### config.mk
export PLATFORM = sky130hd
export DESIGN_NAME = modbus_rtu_meter_poller_core
export DESIGN_NICKNAME = d
export VERILOG_FILES = /design/src/rtl/mrmp_pkg.sv /design/src/rtl/mrmp_datapath.sv /design/src/rtl/mrmp_ctrl.sv /design/src/rtl/modbus_rtu_meter_poller_core.sv
export SDC_FILE = /design/constraint.sdc
export NUM_CORES = 2
export LEC_CHECK = 0
export ABC_AREA = 1
export BUFFER_PORTS_ARGS = -buffer_cell sky130_fd_sc_hd__buf_2
export CAP_MARGIN = 40
export CELL_PAD_IN_SITES_DETAIL_PLACEMENT = 1
export CELL_PAD_IN_SITES_GLOBAL_PLACEMENT = 2
export CORE_MARGIN = 3
export CORE_UTILIZATION = 42
export DETAILED_ROUTE_END_ITERATION = 8
export PLACE_DENSITY_LB_ADDON = 0.25
export RECOVER_POWER = 50
export SLEW_MARGIN = 15
export SYNTH_ARGS = -nofsm -noshare
export SYNTH_HDL_FRONTEND = slang
export SYNTH_SLANG_ARGS = --single-unit
### constraint.sdc
create_clock -name clk_i -period 8.07 [get_ports clk_i]
set_input_delay 0.4035 -clock clk_i [delete_from_list [all_inputs] [get_ports clk_i]]
set_output_delay 0.4035 -clock clk_i [all_outputs]
set_load 0.05 [all_outputs]
### src/rtl/mrmp_pkg.sv
// Package: shared types, constants and CRC helper for the meter poller.
`timescale 1ns / 1ps
package mrmp_pkg;

  localparam int unsigned NUM_SLOTS = 12;
  localparam int unsigned SlotW     = 4;
  localparam int unsigned ReplyLen  = 9;
  localparam int unsigned CfgIdxW   = 3;
  localparam int unsigned CfgDataW  = 16;

  localparam logic [1:0] KIND_TX  = 2'd0;
  localparam logic [1:0] KIND_UPD = 2'd1;
  localparam logic [1:0] KIND_PUB = 2'd2;

  localparam logic [CfgIdxW-1:0] CFG_ADDR    = 3'd0;
  localparam logic [CfgIdxW-1:0] CFG_TIMEOUT = 3'd1;
  localparam logic [CfgIdxW-1:0] CFG_GAP     = 3'd2;
  localparam logic [CfgIdxW-1:0] CFG_AGE     = 3'd3;
  localparam logic [CfgIdxW-1:0] CFG_PUBINT  = 3'd4;
  localparam logic [CfgIdxW-1:0] CFG_ABSENT  = 3'd5;
  localparam logic [CfgIdxW-1:0] CFG_PROBE   = 3'd6;

  localparam logic [7:0]  FUNC_READ_INPUT = 8'h04;
  localparam logic [7:0]  BYTE_COUNT      = 8'h04;
  localparam logic [15:0] CRC_INIT        = 16'hFFFF;
  localparam logic [15:0] CRC_POLY        = 16'hA001;
  localparam logic [31:0] FLOAT_ONE       = 32'h3F80_0000;

  typedef struct packed {
    logic       op;
    logic [7:0] rx_byte;
  } in_t;

  typedef struct packed {
    logic [1:0]       kind;
    logic [7:0]       tx_byte;
    logic             last;
    logic [SlotW-1:0] reg_slot;
    logic [31:0]      value_bits;
    logic [1:0]       active_phases;
    logic             meter_absent;
    logic [15:0]      error_count;
  } out_t;

  typedef enum logic [2:0] {
    ST_IDLE, ST_EXEC, ST_ENDX, ST_TX, ST_UPD, ST_PUB
  } state_e;

  typedef struct packed {
    logic       exec;
    logic       endx;
    logic       emit;
    logic [1:0] emit_kind;
  } cmd_t;

  typedef struct packed {
    logic end_x;
    logic send;
    logic upd;
    logic pub;
    logic tx_last;
    logic out_free;
  } stat_t;

  function automatic logic [15:0] crc_byte(input logic [15:0] crc, input logic [7:0] b);
    logic [15:0] c;
    c = crc ^ {8'h00, b};
    for (int i = 0; i < 8; i++) begin
      c = c[0] ? ((c >> 1) ^ CRC_POLY) : (c >> 1);
    end
    return c;
  endfunction

  function automatic logic [15:0] slot_reg(input logic [SlotW-1:0] s);
    logic [15:0] r;
    case (s)
      4'd0:  r = 16'h0000;
      4'd1:  r = 16'h0002;
      4'd2:  r = 16'h0004;
      4'd3:  r = 16'h0006;
      4'd4:  r = 16'h0008;
      4'd5:  r = 16'h000A;
      4'd6:  r = 16'h000C;
      4'd7:  r = 16'h000E;
      4'd8:  r = 16'h0010;
      4'd9:  r = 16'h0034;
      4'd10: r = 16'h0048;
      4'd11: r = 16'h0156;
      4'd12: r = 16'h0158;
      4'd13: r = 16'h015A;
      4'd14: r = 16'h015C;
      4'd15: r = 16'h015E;
      default: r = 16'h0000;
    endcase
    return r;
  endfunction

endpackage

### src/rtl/mrmp_datapath.sv
// Datapath: configuration, poll state, reply checking, value store and result register.
`timescale 1ns / 1ps
module mrmp_datapath import mrmp_pkg::*; (
  input  logic                clk_i,
  input  logic                rst_ni,
  input  logic                cfg_we_i,
  input  logic [CfgIdxW-1:0]  cfg_idx_i,
  input  logic [CfgDataW-1:0] cfg_data_i,
  input  logic                in_take_i,
  input  in_t                 in_data_i,
  input  cmd_t                cmd_i,
  output stat_t               stat_o,
  input  logic                out_ready_i,
  output logic                out_valid_o,
  output out_t                out_data_o
);

  logic [7:0]  addr_q;
  logic [15:0] tmo_q, gap_q, age_lim_q, pub_int_q, abs_lim_q, probe_q;

  in_t              item_q;
  logic [SlotW-1:0] slot_q;
  logic             await_q, absent_q, upd_q, pub_q, out_valid_q;
  logic [3:0]       cnt_q;
  logic [15:0]      wait_q, delay_q, sgr_q, since_pub_q, err_q, rx_crc_q, tx_crc_q;
  logic [7:0]       buf_q [8];
  logic [31:0]      val_q [NUM_SLOTS];
  logic             seen_q [NUM_SLOTS];
  logic [15:0]      age_q [NUM_SLOTS];
  logic [2:0]       tx_idx_q;
  out_t             out_q, out_d;

  function automatic logic [15:0] sat_inc(input logic [15:0] v);
    return (v == 16'hFFFF) ? v : v + 16'd1;
  endfunction

  // Exec-phase decode
  logic [15:0] wait_n, delay_n;
  logic        timeout, send, byte_ok, done9, good, nan, store;
  logic [31:0] word;
  assign wait_n  = sat_inc(wait_q);
  assign delay_n = (delay_q != 16'd0) ? delay_q - 16'd1 : delay_q;
  assign timeout = !item_q.op && await_q && (wait_n >= tmo_q);
  assign send    = !item_q.op && !await_q && (delay_n == 16'd0);
  assign byte_ok = item_q.op && await_q && (cnt_q < 4'(ReplyLen));
  assign done9   = byte_ok && (cnt_q == 4'(ReplyLen - 1));
  assign word    = {buf_q[3], buf_q[4], buf_q[5], buf_q[6]};
  assign good    = (buf_q[0] == addr_q) && (buf_q[1] == FUNC_READ_INPUT) &&
                   (buf_q[2] == BYTE_COUNT) && (buf_q[7] == rx_crc_q[7:0]) &&
                   (item_q.rx_byte == rx_crc_q[15:8]);
  assign nan     = (word[30:23] == 8'hFF) && (word[22:0] != 23'd0);
  assign store   = done9 && good && !nan;

  // End-of-exchange decode
  logic             absent_n, fresh, pub_now;
  logic [SlotW-1:0] slot_n;
  always_comb begin
    fresh = 1'b1;
    for (int i = 0; i < NUM_SLOTS; i++) begin
      if (!seen_q[i] || age_q[i] > age_lim_q) fresh = 1'b0;
    end
  end
  assign absent_n = absent_q || (sgr_q >= abs_lim_q);
  assign slot_n   = (slot_q == SlotW'(NUM_SLOTS - 1)) ? '0 : slot_q + 1'b1;
  assign pub_now  = !absent_n && (slot_n == '0) && fresh && (since_pub_q >= pub_int_q);

  // Phase count from the stored words of slots 3 to 5
  logic [1:0] phases;
  always_comb begin
    phases = 2'd0;
    for (int i = 3; i <= 5; i++) begin
      if (i < NUM_SLOTS) begin
        if (!val_q[i][31] && val_q[i] > FLOAT_ONE) phases = phases + 2'd1;
      end
    end
  end

  logic [15:0] req_reg;
  logic [7:0]  tx_byte;
  assign req_reg = slot_reg(slot_q);
  always_comb begin
    case (tx_idx_q)
      3'd0:    tx_byte = addr_q;
      3'd1:    tx_byte = FUNC_READ_INPUT;
      3'd2:    tx_byte = req_reg[15:8];
      3'd3:    tx_byte = req_reg[7:0];
      3'd4:    tx_byte = 8'h00;
      3'd5:    tx_byte = 8'h02;
      3'd6:    tx_byte = tx_crc_q[7:0];
      default: tx_byte = tx_crc_q[15:8];
    endcase
  end

  assign stat_o.end_x    = timeout || done9;
  assign stat_o.send     = send;
  assign stat_o.upd      = upd_q;
  assign stat_o.pub      = pub_q;
  assign stat_o.tx_last  = (tx_idx_q == 3'd7);
  assign stat_o.out_free = !out_valid_q || out_ready_i;

  always_ff @(posedge clk_i or negedge rst_ni) begin
    if (!rst_ni) begin
      addr_q <= 8'd1; tmo_q <= 16'd250; gap_q <= 16'd20; age_lim_q <= 16'd10000;
      pub_int_q <= 16'd10000; abs_lim_q <= 16'd30000; probe_q <= 16'd60000;
    end else if (cfg_we_i) begin
      case (cfg_idx_i)
        CFG_ADDR:    addr_q    <= cfg_data_i[7:0];
        CFG_TIMEOUT: tmo_q     <= cfg_data_i;
        CFG_GAP:     gap_q     <= cfg_data_i;
        CFG_AGE:     age_lim_q <= cfg_data_i;
        CFG_PUBINT:  pub_int_q <= cfg_data_i;
        CFG_ABSENT:  abs_lim_q <= cfg_data_i;
        CFG_PROBE:   probe_q   <= cfg_data_i;
        default: ;
      endcase
    end
  end

  always_ff @(posedge clk_i) begin
    if (in_take_i) item_q <= in_data_i;
    if (cmd_i.exec && byte_ok && cnt_q < 4'd8) buf_q[cnt_q[2:0]] <= item_q.rx_byte;
  end

  always_ff @(posedge clk_i or negedge rst_ni) begin
    if (!rst_ni) begin
      slot_q <= '0; await_q <= 1'b0; absent_q <= 1'b0; upd_q <= 1'b0; pub_q <= 1'b0;
      cnt_q <= '0; wait_q <= '0; delay_q <= '0; sgr_q <= '0; since_pub_q <= '0;
      err_q <= '0; rx_crc_q <= CRC_INIT; tx_crc_q <= CRC_INIT; tx_idx_q <= '0;
      for (int i = 0; i < NUM_SLOTS; i++) begin
        val_q[i] <= '0; seen_q[i] <= 1'b0; age_q[i] <= '0;
      end
    end else begin
      if (cmd_i.exec) begin
        upd_q <= store;
        pub_q <= 1'b0;
        if (!item_q.op) begin
          sgr_q       <= sat_inc(sgr_q);
          since_pub_q <= sat_inc(since_pub_q);
          for (int i = 0; i < NUM_SLOTS; i++) age_q[i] <= sat_inc(age_q[i]);
          if (await_q) begin
            wait_q <= wait_n;
            if (timeout) err_q <= err_q + 16'd1;
          end else begin
            delay_q <= delay_n;
            if (send) begin
              cnt_q <= '0; wait_q <= '0; await_q <= 1'b1;
              rx_crc_q <= CRC_INIT; tx_crc_q <= CRC_INIT; tx_idx_q <= '0;
            end
          end
        end else if (byte_ok) begin
          cnt_q <= cnt_q + 4'd1;
          if (cnt_q < 4'd7) rx_crc_q <= crc_byte(rx_crc_q, item_q.rx_byte);
          if (done9 && !good) err_q <= err_q + 16'd1;
          if (store) begin
            val_q[slot_q]  <= word;
            seen_q[slot_q] <= 1'b1;
            age_q[slot_q]  <= '0;
            sgr_q          <= '0;
            absent_q       <= 1'b0;
          end
        end
      end
      if (cmd_i.endx) begin
        await_q  <= 1'b0;
        absent_q <= absent_n;
        if (absent_n) begin
          slot_q <= '0; delay_q <= probe_q;
        end else begin
          slot_q <= slot_n; delay_q <= gap_q;
        end
        pub_q <= pub_now;
        if (pub_now) since_pub_q <= '0;
      end
      if (cmd_i.emit && cmd_i.emit_kind == KIND_TX) begin
        tx_idx_q <= tx_idx_q + 3'd1;
        if (tx_idx_q < 3'd6) tx_crc_q <= crc_byte(tx_crc_q, tx_byte);
      end
    end
  end

  // Result register
  always_ff @(posedge clk_i or negedge rst_ni) begin
    if (!rst_ni) begin
      out_valid_q <= 1'b0;
    end else if (cmd_i.emit) begin
      out_valid_q <= 1'b1;
    end else if (out_ready_i) begin
      out_valid_q <= 1'b0;
    end
  end

  // Build the next result; the update slot is the one just left behind
  logic [SlotW-1:0] prev_slot;
  assign prev_slot = (slot_q == '0) ? SlotW'(NUM_SLOTS - 1) : slot_q - 1'b1;

  always_comb begin
    out_d              = '0;
    out_d.kind         = cmd_i.emit_kind;
    out_d.meter_absent = absent_q;
    out_d.error_count  = err_q;
    case (cmd_i.emit_kind)
      KIND_TX: begin
        out_d.tx_byte = tx_byte;
        out_d.last    = (tx_idx_q == 3'd7);
      end
      KIND_UPD: begin
        out_d.reg_slot   = prev_slot;
        out_d.value_bits = val_q[prev_slot];
        out_d.last       = !pub_q;
      end
      default: begin
        out_d.active_phases = phases;
        out_d.last          = 1'b1;
      end
    endcase
  end

  always_ff @(posedge clk_i) begin
    if (cmd_i.emit) out_q <= out_d;
  end

  assign out_valid_o = out_valid_q;
  assign out_data_o  = out_q;

endmodule

### src/rtl/mrmp_ctrl.sv
// Controller: sequences accept, execute, exchange end and result transfers.
`timescale 1ns / 1ps
module mrmp_ctrl import mrmp_pkg::*; (
  input  logic  clk_i,
  input  logic  rst_ni,
  input  logic  in_valid_i,
  output logic  in_ready_o,
  output logic  in_take_o,
  input  stat_t stat_i,
  output cmd_t  cmd_o
);

  state_e state_q, state_d;

  always_ff @(posedge clk_i or negedge rst_ni) begin
    if (!rst_ni) state_q <= ST_IDLE;
    else         state_q <= state_d;
  end

  always_comb begin
    state_d = state_q;
    case (state_q)
      ST_IDLE: if (in_valid_i) state_d = ST_EXEC;
      ST_EXEC: begin
        if (stat_i.end_x)     state_d = ST_ENDX;
        else if (stat_i.send) state_d = ST_TX;
        else                  state_d = ST_IDLE;
      end
      ST_ENDX: state_d = stat_i.upd ? ST_UPD : ST_PUB;
      ST_TX:   if (stat_i.out_free && stat_i.tx_last) state_d = ST_IDLE;
      ST_UPD:  if (stat_i.out_free) state_d = ST_PUB;
      ST_PUB:  if (!stat_i.pub || stat_i.out_free) state_d = ST_IDLE;
      default: state_d = ST_IDLE;
    endcase
  end

  always_comb begin
    in_ready_o      = 1'b0;
    cmd_o           = '0;
    cmd_o.emit_kind = KIND_TX;
    case (state_q)
      ST_IDLE: in_ready_o = 1'b1;
      ST_EXEC: cmd_o.exec = 1'b1;
      ST_ENDX: cmd_o.endx = 1'b1;
      ST_TX:   cmd_o.emit = stat_i.out_free;
      ST_UPD: begin
        cmd_o.emit      = stat_i.out_free;
        cmd_o.emit_kind = KIND_UPD;
      end
      ST_PUB: begin
        cmd_o.emit      = stat_i.pub && stat_i.out_free;
        cmd_o.emit_kind = KIND_PUB;
      end
      default: ;
    endcase
  end

  assign in_take_o = in_valid_i && in_ready_o;

endmodule

### src/rtl/modbus_rtu_meter_poller_core.sv
// Top level: Modbus RTU meter poller, controller plus datapath.
//
//  channel | direction | handshake                  | payload
//  in      | input     | in_valid_i / in_ready_o    | in_data_i  (in_t: op, rx_byte)
//  out     | output    | out_valid_o / out_ready_i  | out_data_o (out_t)
//  cfg     | input     | cfg_we_i, no wait          | cfg_idx_i, cfg_data_i
//
// One item at a time: accept, an execute state, then back to idle; a tick that sends a
// request also passes through the transmit state for its eight bytes. A completed reply
// or timeout adds an exchange-end state, an update state when a value is stored and a
// publish state whether or not a publish goes out.
// The result register decouples the sides: a stalled out channel holds the sequencer.
// Reset is asynchronous, active low; poll timers, slot and stored values clear at once.
`timescale 1ns / 1ps
module modbus_rtu_meter_poller_core import mrmp_pkg::*; (
  input  logic                clk_i,
  input  logic                rst_ni,
  input  logic                cfg_we_i,
  input  logic [CfgIdxW-1:0]  cfg_idx_i,
  input  logic [CfgDataW-1:0] cfg_data_i,
  input  logic                in_valid_i,
  output logic                in_ready_o,
  input  in_t                 in_data_i,
  output logic                out_valid_o,
  input  logic                out_ready_i,
  output out_t                out_data_o
);

  cmd_t  cmd;
  stat_t stat;
  logic  in_take;

  // Sequencer: owns the state machine only
  mrmp_ctrl u_ctrl (
    .clk_i      (clk_i),
    .rst_ni     (rst_ni),
    .in_valid_i (in_valid_i),
    .in_ready_o (in_ready_o),
    .in_take_o  (in_take),
    .stat_i     (stat),
    .cmd_o      (cmd)
  );

  // Datapath: timers, CRC, value store and the result register
  mrmp_datapath u_dp (
    .clk_i       (clk_i),
    .rst_ni      (rst_ni),
    .cfg_we_i    (cfg_we_i),
    .cfg_idx_i   (cfg_idx_i),
    .cfg_data_i  (cfg_data_i),
    .in_take_i   (in_take),
    .in_data_i   (in_data_i),
    .cmd_i       (cmd),
    .stat_o      (stat),
    .out_ready_i (out_ready_i),
    .out_valid_o (out_valid_o),
    .out_data_o  (out_data_o)
  );

endmodule

# After elaboration in Yosys (flattened, before gate mapping)
# Memory sizes are Yosys's and may differ from the RTL's.
# Index checks and enable logic that the tools add are counted.
[classes]
add_sub_neg = 23
mul = 0
n_div = 0
magnitude_cmp = 25
n_eq_ne = 68
shifts = 0
mux = 133
bitwise = 24
reduce_logical = 118
[op_table]
columns = ["cell", "count"]
rows = [
  ["two-way mux 16 bit", 63],
  ["two-way mux 192 bit", 3],
  ["bitwise mux 384 bit", 1],
  ["adder 16 x 1 -> 16 bit, second input constant", 16],
  ["equality test 16 bit, second input constant", 15],
  ["AND 192 bit", 1],
  ["> comparator 16 bit", 12],
  ["inverter 192 bit", 1],
  ["binary-select mux 32 bit (select 4 bit)", 1],
  ["demux 32 bit (select 4 bit)", 1],
  ["> comparator 32 x 30 -> 1 bit, second input constant", 3],
  ["two-way mux 32 bit", 3],
  ["AND reduction 4 bit", 18],
  ["demux 16 bit (select 4 bit)", 1],
  ["one-hot mux 8 bit (7 select lines)", 1],
  [">= comparator 16 bit", 3],
  ["inverter 2 -> 3 bit", 16],
  ["two-way mux 1 bit", 34],
  ["inequality test 2 x 1 -> 1 bit, second input constant", 17],
  ["bitwise XOR 16 x 8 -> 16 bit", 2],
  ["two-way mux 3 bit", 10],
  ["logical AND 1 bit", 28],
  ["two-way mux 4 bit", 7],
  ["equality test 3 bit, second input constant", 9],
  ["40 further kinds", 125],
]
[totals]
ff_bits = 898
latchBits = 0
mem_bits_rw = 64
romBits = 112
input_bits = 33
out_inout_bits = 68
wordCells = 462
mem_count = 2
[memory_table]
columns = ["memory", "words", "word_bits", "read_ports", "rd_clocked_by_memory_dff", "wr", "line_no", "text"]
rows = [
  ["(no name shown)", 16, 7, 1, 0, 0, "mrmp_pkg.sv:76", "case (s)"],
  ["u_dp.buf_q", 8, 8, 8, 0, 1, "mrmp_datapath.sv:26", "logic [7:0] buf_q [8];"],
]

# Depth between registers and ports, before layout
[logic_depth]
depth_word = 21
ltp_mapped = 22
ltp_nobuf = 22

# Hierarchy
# A second synthesis with hierarchy kept.
[unflattened]
hier_cells = 7041
hier_area_um2 = 55035.3
[modules_own_cells]
columns = ["module", "n_inst", "cells_each", "area_per_inst_um2", "seq_area_each_um2"]
rows = [
  ["mrmp_datapath", 1, 6991, 54731.2, 24775.0],
  ["mrmp_ctrl", 1, 50, 304.0, 75.1],
]

# Worst setup path after synthesis
# No wires, ideal clock.
[synth_path]
path_type = "flip-flop to flip-flop"
start = "register u_ctrl.state_q[0]"
end = "register u_dp.tx_crc_q[7]"
setup_ns = 0.078
arrival_ns = 3.733
required_time_ns = 7.992
path_slack_ns = 4.259
path_stages_with_launch = 14
path_buffers = 1
period_less_slack_ns = 3.811
path_cell_list = "dfrtp_1 -> nor2_1 -> inv_1 -> nor2_1 -> inv_2 -> o21ai_1 -> nor2_1 -> nor2_2 -> nand3_1 -> inv_2 -> nand2_2 -> buf_2 -> o22ai_1 -> inv_1"
[synth_lines]
columns = ["element", "line_no", "text"]
rows = [
  ["start, declared", "mrmp_ctrl.sv:13", "state_e state_q, state_d;"],
  ["start signal, assigned", "mrmp_ctrl.sv:17", "else state_q <= state_d;"],
  ["end signal, assigned", "mrmp_datapath.sv:176", "if (tx_idx_q < 3'd6) tx_crc_q <= crc_byte(tx_crc_q, tx_byte);"],
  ["end, declared", "mrmp_datapath.sv:25", "logic [15:0] wait_q, delay_q, sgr_q, since_pub_q, err_q, rx_crc_q, tx_crc_q;"],
]

==> summary.txt <==
RSZ-0062 raised after global routing: no
Clock Sinks: 962
post-route cell area: 57980 um2
slowest cell on the critical path: clkbuf_1
initial antenna violation count: 4
Post-Syn Area: 51700 um2
vias per cell: 5.581
clk_skew: 0.03150 ns
CORE AREA: 122000 um2
final worst path period need: 5.459 ns
largest net degree at the start of global routing: 181
CP max stage delay: 2.33 ns
share of cells above drive strength 1: 7.287%
Port Buffers: 100
internal power: 10.03 mW
Slew Viols, Final: 583
R2R Path Start: u_ctrl.state_q[0]
failing checks: max-capacitance violations, max-slew violations
Tot GR Track Use: 26.43%
setup ws final: 2.611 ns
NumNets Final: 6535
Longest Clk Path Bufs: 3
cell count after synthesis: 6208
Syn Area/Cell: 8.328 um2
hold depth: 3
Antenna Nets Post-Route: 0
Comb power frac: 25.6%
drt drc: 0
status: finished, violations left
via count: 44370
vias in the first global route: 45410
critical-path maximum fanout: 40
Place WS: 3.724 ns
die area: 127300 um2
Post-CTS Setup Inserts: 0
Reg area: 24850 um2
crit path DAT: 6.11 ns
Multi-input gate area: 23410 um2
Post-Route Setup TNS: 0 ns
CP Cell Sequence: nor2_1, inv_1, nor2_1, clkinv_1, clkbuf_1, o21ai_0, nor2_1, nor2_1, nand3_1, inv_2, nand2_2, nand2_2, o21ai_0, inv_1
Crit Path Category: register to register
Setup crit end kind: register
GPL Wtd Cong: 0.8450
final critical-path share of the clock period: 67.64%
Ys Warns: 0
Initial Utilization: 42.37%
Core Util, Final: 47.51%
EDFF count, synth: 139
placed cell areas: 54030 um2
Slew @ Worst Pin: 3.720 ns
num ports: 101
TritonCTS clock tree: yes
Max Fclk: 0.1832 GHz
hold endpoint: u_dp.gap_q[8]
Hold WC Path Type: input pin to register
row cnt: 128
clock power share: 35.8%
Fill cells: 14510
grt total ovfl: 0
Diodes inserted: 0
FFs w/ async S/R, synth: 85.55%
clk_lat worst skew: 0.73 ns
Startpoint Class: register
maxcap violations: 7
reg2reg end: u_dp.tx_crc_q[10]
register area share after synthesis: 48.06%
prevailing post-synth register cell: dfrtp_1
Initial DRC Count: 2698
library cells used by synthesis: 71
net count after synthesis: 6516
PwrDens: 267.9 nW/um2
Seq pwr share: 38.6%
die width: 356.9 um
flop-to-flop setup slack: 2.61 ns
Net Switching: 5.504 mW
Net Sw Frac: 35.44%
max_slew headroom: -148.0%
Yosys reg bits: 962
Crit path top cell by count: nor2_1
Lkg Pwr: 25.71 nW
Final Setup Violations: 0
wire per inst: 21.29 um
die height: 356.9 um
dpl hpwl: 110600 um
H-tree levels: 3
R2R depth: 14
Clock transition at path regs: 0.06 ns
final hold vios: 0
hold path start: cfg_data_i[8]
DR pass1 iterations: 5
total routed wirelength: 169300 um
VDD IR max: 190.9 uV
post-cts sizing count: 0
Area Growth Syn to Fin: 12.13%
CTS buffer count: 111
global-route wire length before repair: 265700 um
Critical Path RT: 8.72 ns
Root Buffer: clkbuf_16
CTS Hold Bufs: 11
cells in the final DEF (no fill, tap or decap), types with 9 or more instances in the layout:
cell type,netlist,final
inv_2,30,29
a31oi_1,9,9
nand2_2,10,20
nor4_1,67,67
inv_1,544,544
buf_2,101,27
nor3_1,103,102
clkinv_2,2,24
xnor2_1,30,30
buf_4,12,47
o21ai_0,704,705
ha_1,275,274
nand3_1,273,273
nand2_1,1336,1324
bufinv_16,0,18
buf_16,0,10
nand2_4,7,9
nor2_1,457,457
edfxtp_1,139,139
clkbuf_8,0,21
dfstp_1,0,9
o21ai_2,14,14
nand3b_1,9,9
o21ai_1,265,264
o211ai_1,48,48
clkinv_1,4,13
o22ai_1,86,86
o31ai_1,45,45
dfstp_2,65,56
dlygate4sd3_1,0,11
a22oi_1,21,21
o21a_1,17,17
clkbuf_16,0,115
clkbuf_1,165,102
dfrtp_1,758,758
o221ai_1,38,38
a21oi_1,303,303
xor2_1,74,74
nand4_1,95,95
nor2_2,12,10
per-layer routing:
layer	vias to the layer above	wire length [um]	track usage (%)
li1	21140	-	-
met1	22270	77900	36.10
met2	757	81180	44.63
met3	209	6233	2.922
met4	0	3941	7.228
met5	-	0	0
final cells by class:
type | count | area share (%)
clock buffer | 153 | 5.572
clock inverter | 59 | 1.401
inverter | 580 | 3.770
multi-input combinational | 4374 | 40.38
sequential | 962 | 42.86
tap | 1625 | 3.507
timing repair buffer | 198 | 2.510
worst max-delay path, delay by kind of cell (launching register included):
kind	cells	cell delay [ns]
simple gates	7	1.57
compound gates	2	0.74
flops	1	0.43
buf+inv	5	2.63
cell families (layout without fill, tap and decap cells):
| logic type | after synthesis | count (layout) | synth area share [%] |
|---|---|---|---|
| fa+ha+maj | 275 | 275 | 6.655 |
| compound gates | 1591 | 1591 | 16.90 |
| mux | 2 | 2 | 0.04114 |
| flops | 962 | 962 | 48.06 |
| simple gates | 2402 | 2402 | 19.79 |
| xor+xnor | 104 | 104 | 1.762 |
| buf+inv | 872 | 990 | 6.791 |
power by group through the flow:
| stage | combinational, mW | sequential (mW) | clock [mW] |
|---|---|---|---|
| after global placement | 3.80 | 6.05 | 0 |
| after global routing | 4.50 | 6.04 | 5.90 |
| after CTS | 4.05 | 5.98 | 5.69 |
| final | 3.98 | 5.99 | 5.56 |
| after detailed placement | 4.01 | 6.06 | 0 |
| after floorplan | 2.55 | 6.15 | 0 |
sequential cells by signal, indices dropped and copies added, names as in the netlist, 64 cells and up:
signal and cells:
u_dp.val_q 384, u_dp.age_q 192, u_dp.out_data_o 66, u_dp.buf_q 64
worst max-delay path by stage:
| stage | to | start | slack (ns) | depth (start not counted) |
|---|---|---|---|---|
| finish | u_dp.tx_crc_q[10] | u_ctrl.state_q[0] | 2.61 | 14 |
| detailed placement | u_dp.err_q[13] | u_dp.wait_q[0] | 3.72 | 21 |
| global route | u_dp.delay_q[13] | rst_ni | 1.93 | 4 |
| global placement | u_dp.err_q[5] | u_dp.wait_q[0] | 3.83 | 21 |
| CTS | u_dp.err_q[5] | u_dp.wait_q[0] | 3.65 | 21 |
| floorplan | u_dp.tx_crc_q[7] | u_ctrl.state_q[0] | 4.26 | 13 |
cells in the mapped netlist, types with 45 or more instances:
cell	instances	share of area, %
a21oi_1	303	2.9
buf_2	101	0.98
clkbuf_1	165	1.2
dfrtp_1	758	37
dfstp_2	65	3.3
edfxtp_1	139	8.1
ha_1	275	6.7
inv_1	544	3.9
nand2_1	1336	9.7
nand3_1	273	2.6
nand4_1	95	1.1
nor2_1	457	3.3
nor3_1	103	1.0
nor4_1	67	0.81
o211ai_1	48	0.70
o21ai_0	704	6.8
o21ai_1	265	2.6
o22ai_1	86	1.0
o31ai_1	45	0.65
xor2_1	74	1.3
per-stage QoR:
step                      total power [mW]  std cells  hold WS (ns)
final                                15.53       7951       0.06374
after global routing                 16.44       7951       0.06854
after CTS                            15.71       7950      0.007969
after detailed placement             10.07       7727        0.4439
after global placement               9.845       7696        0.4370
after floorplan                      8.699       6208        0.1079
Power figures use the tool's default switching activity.
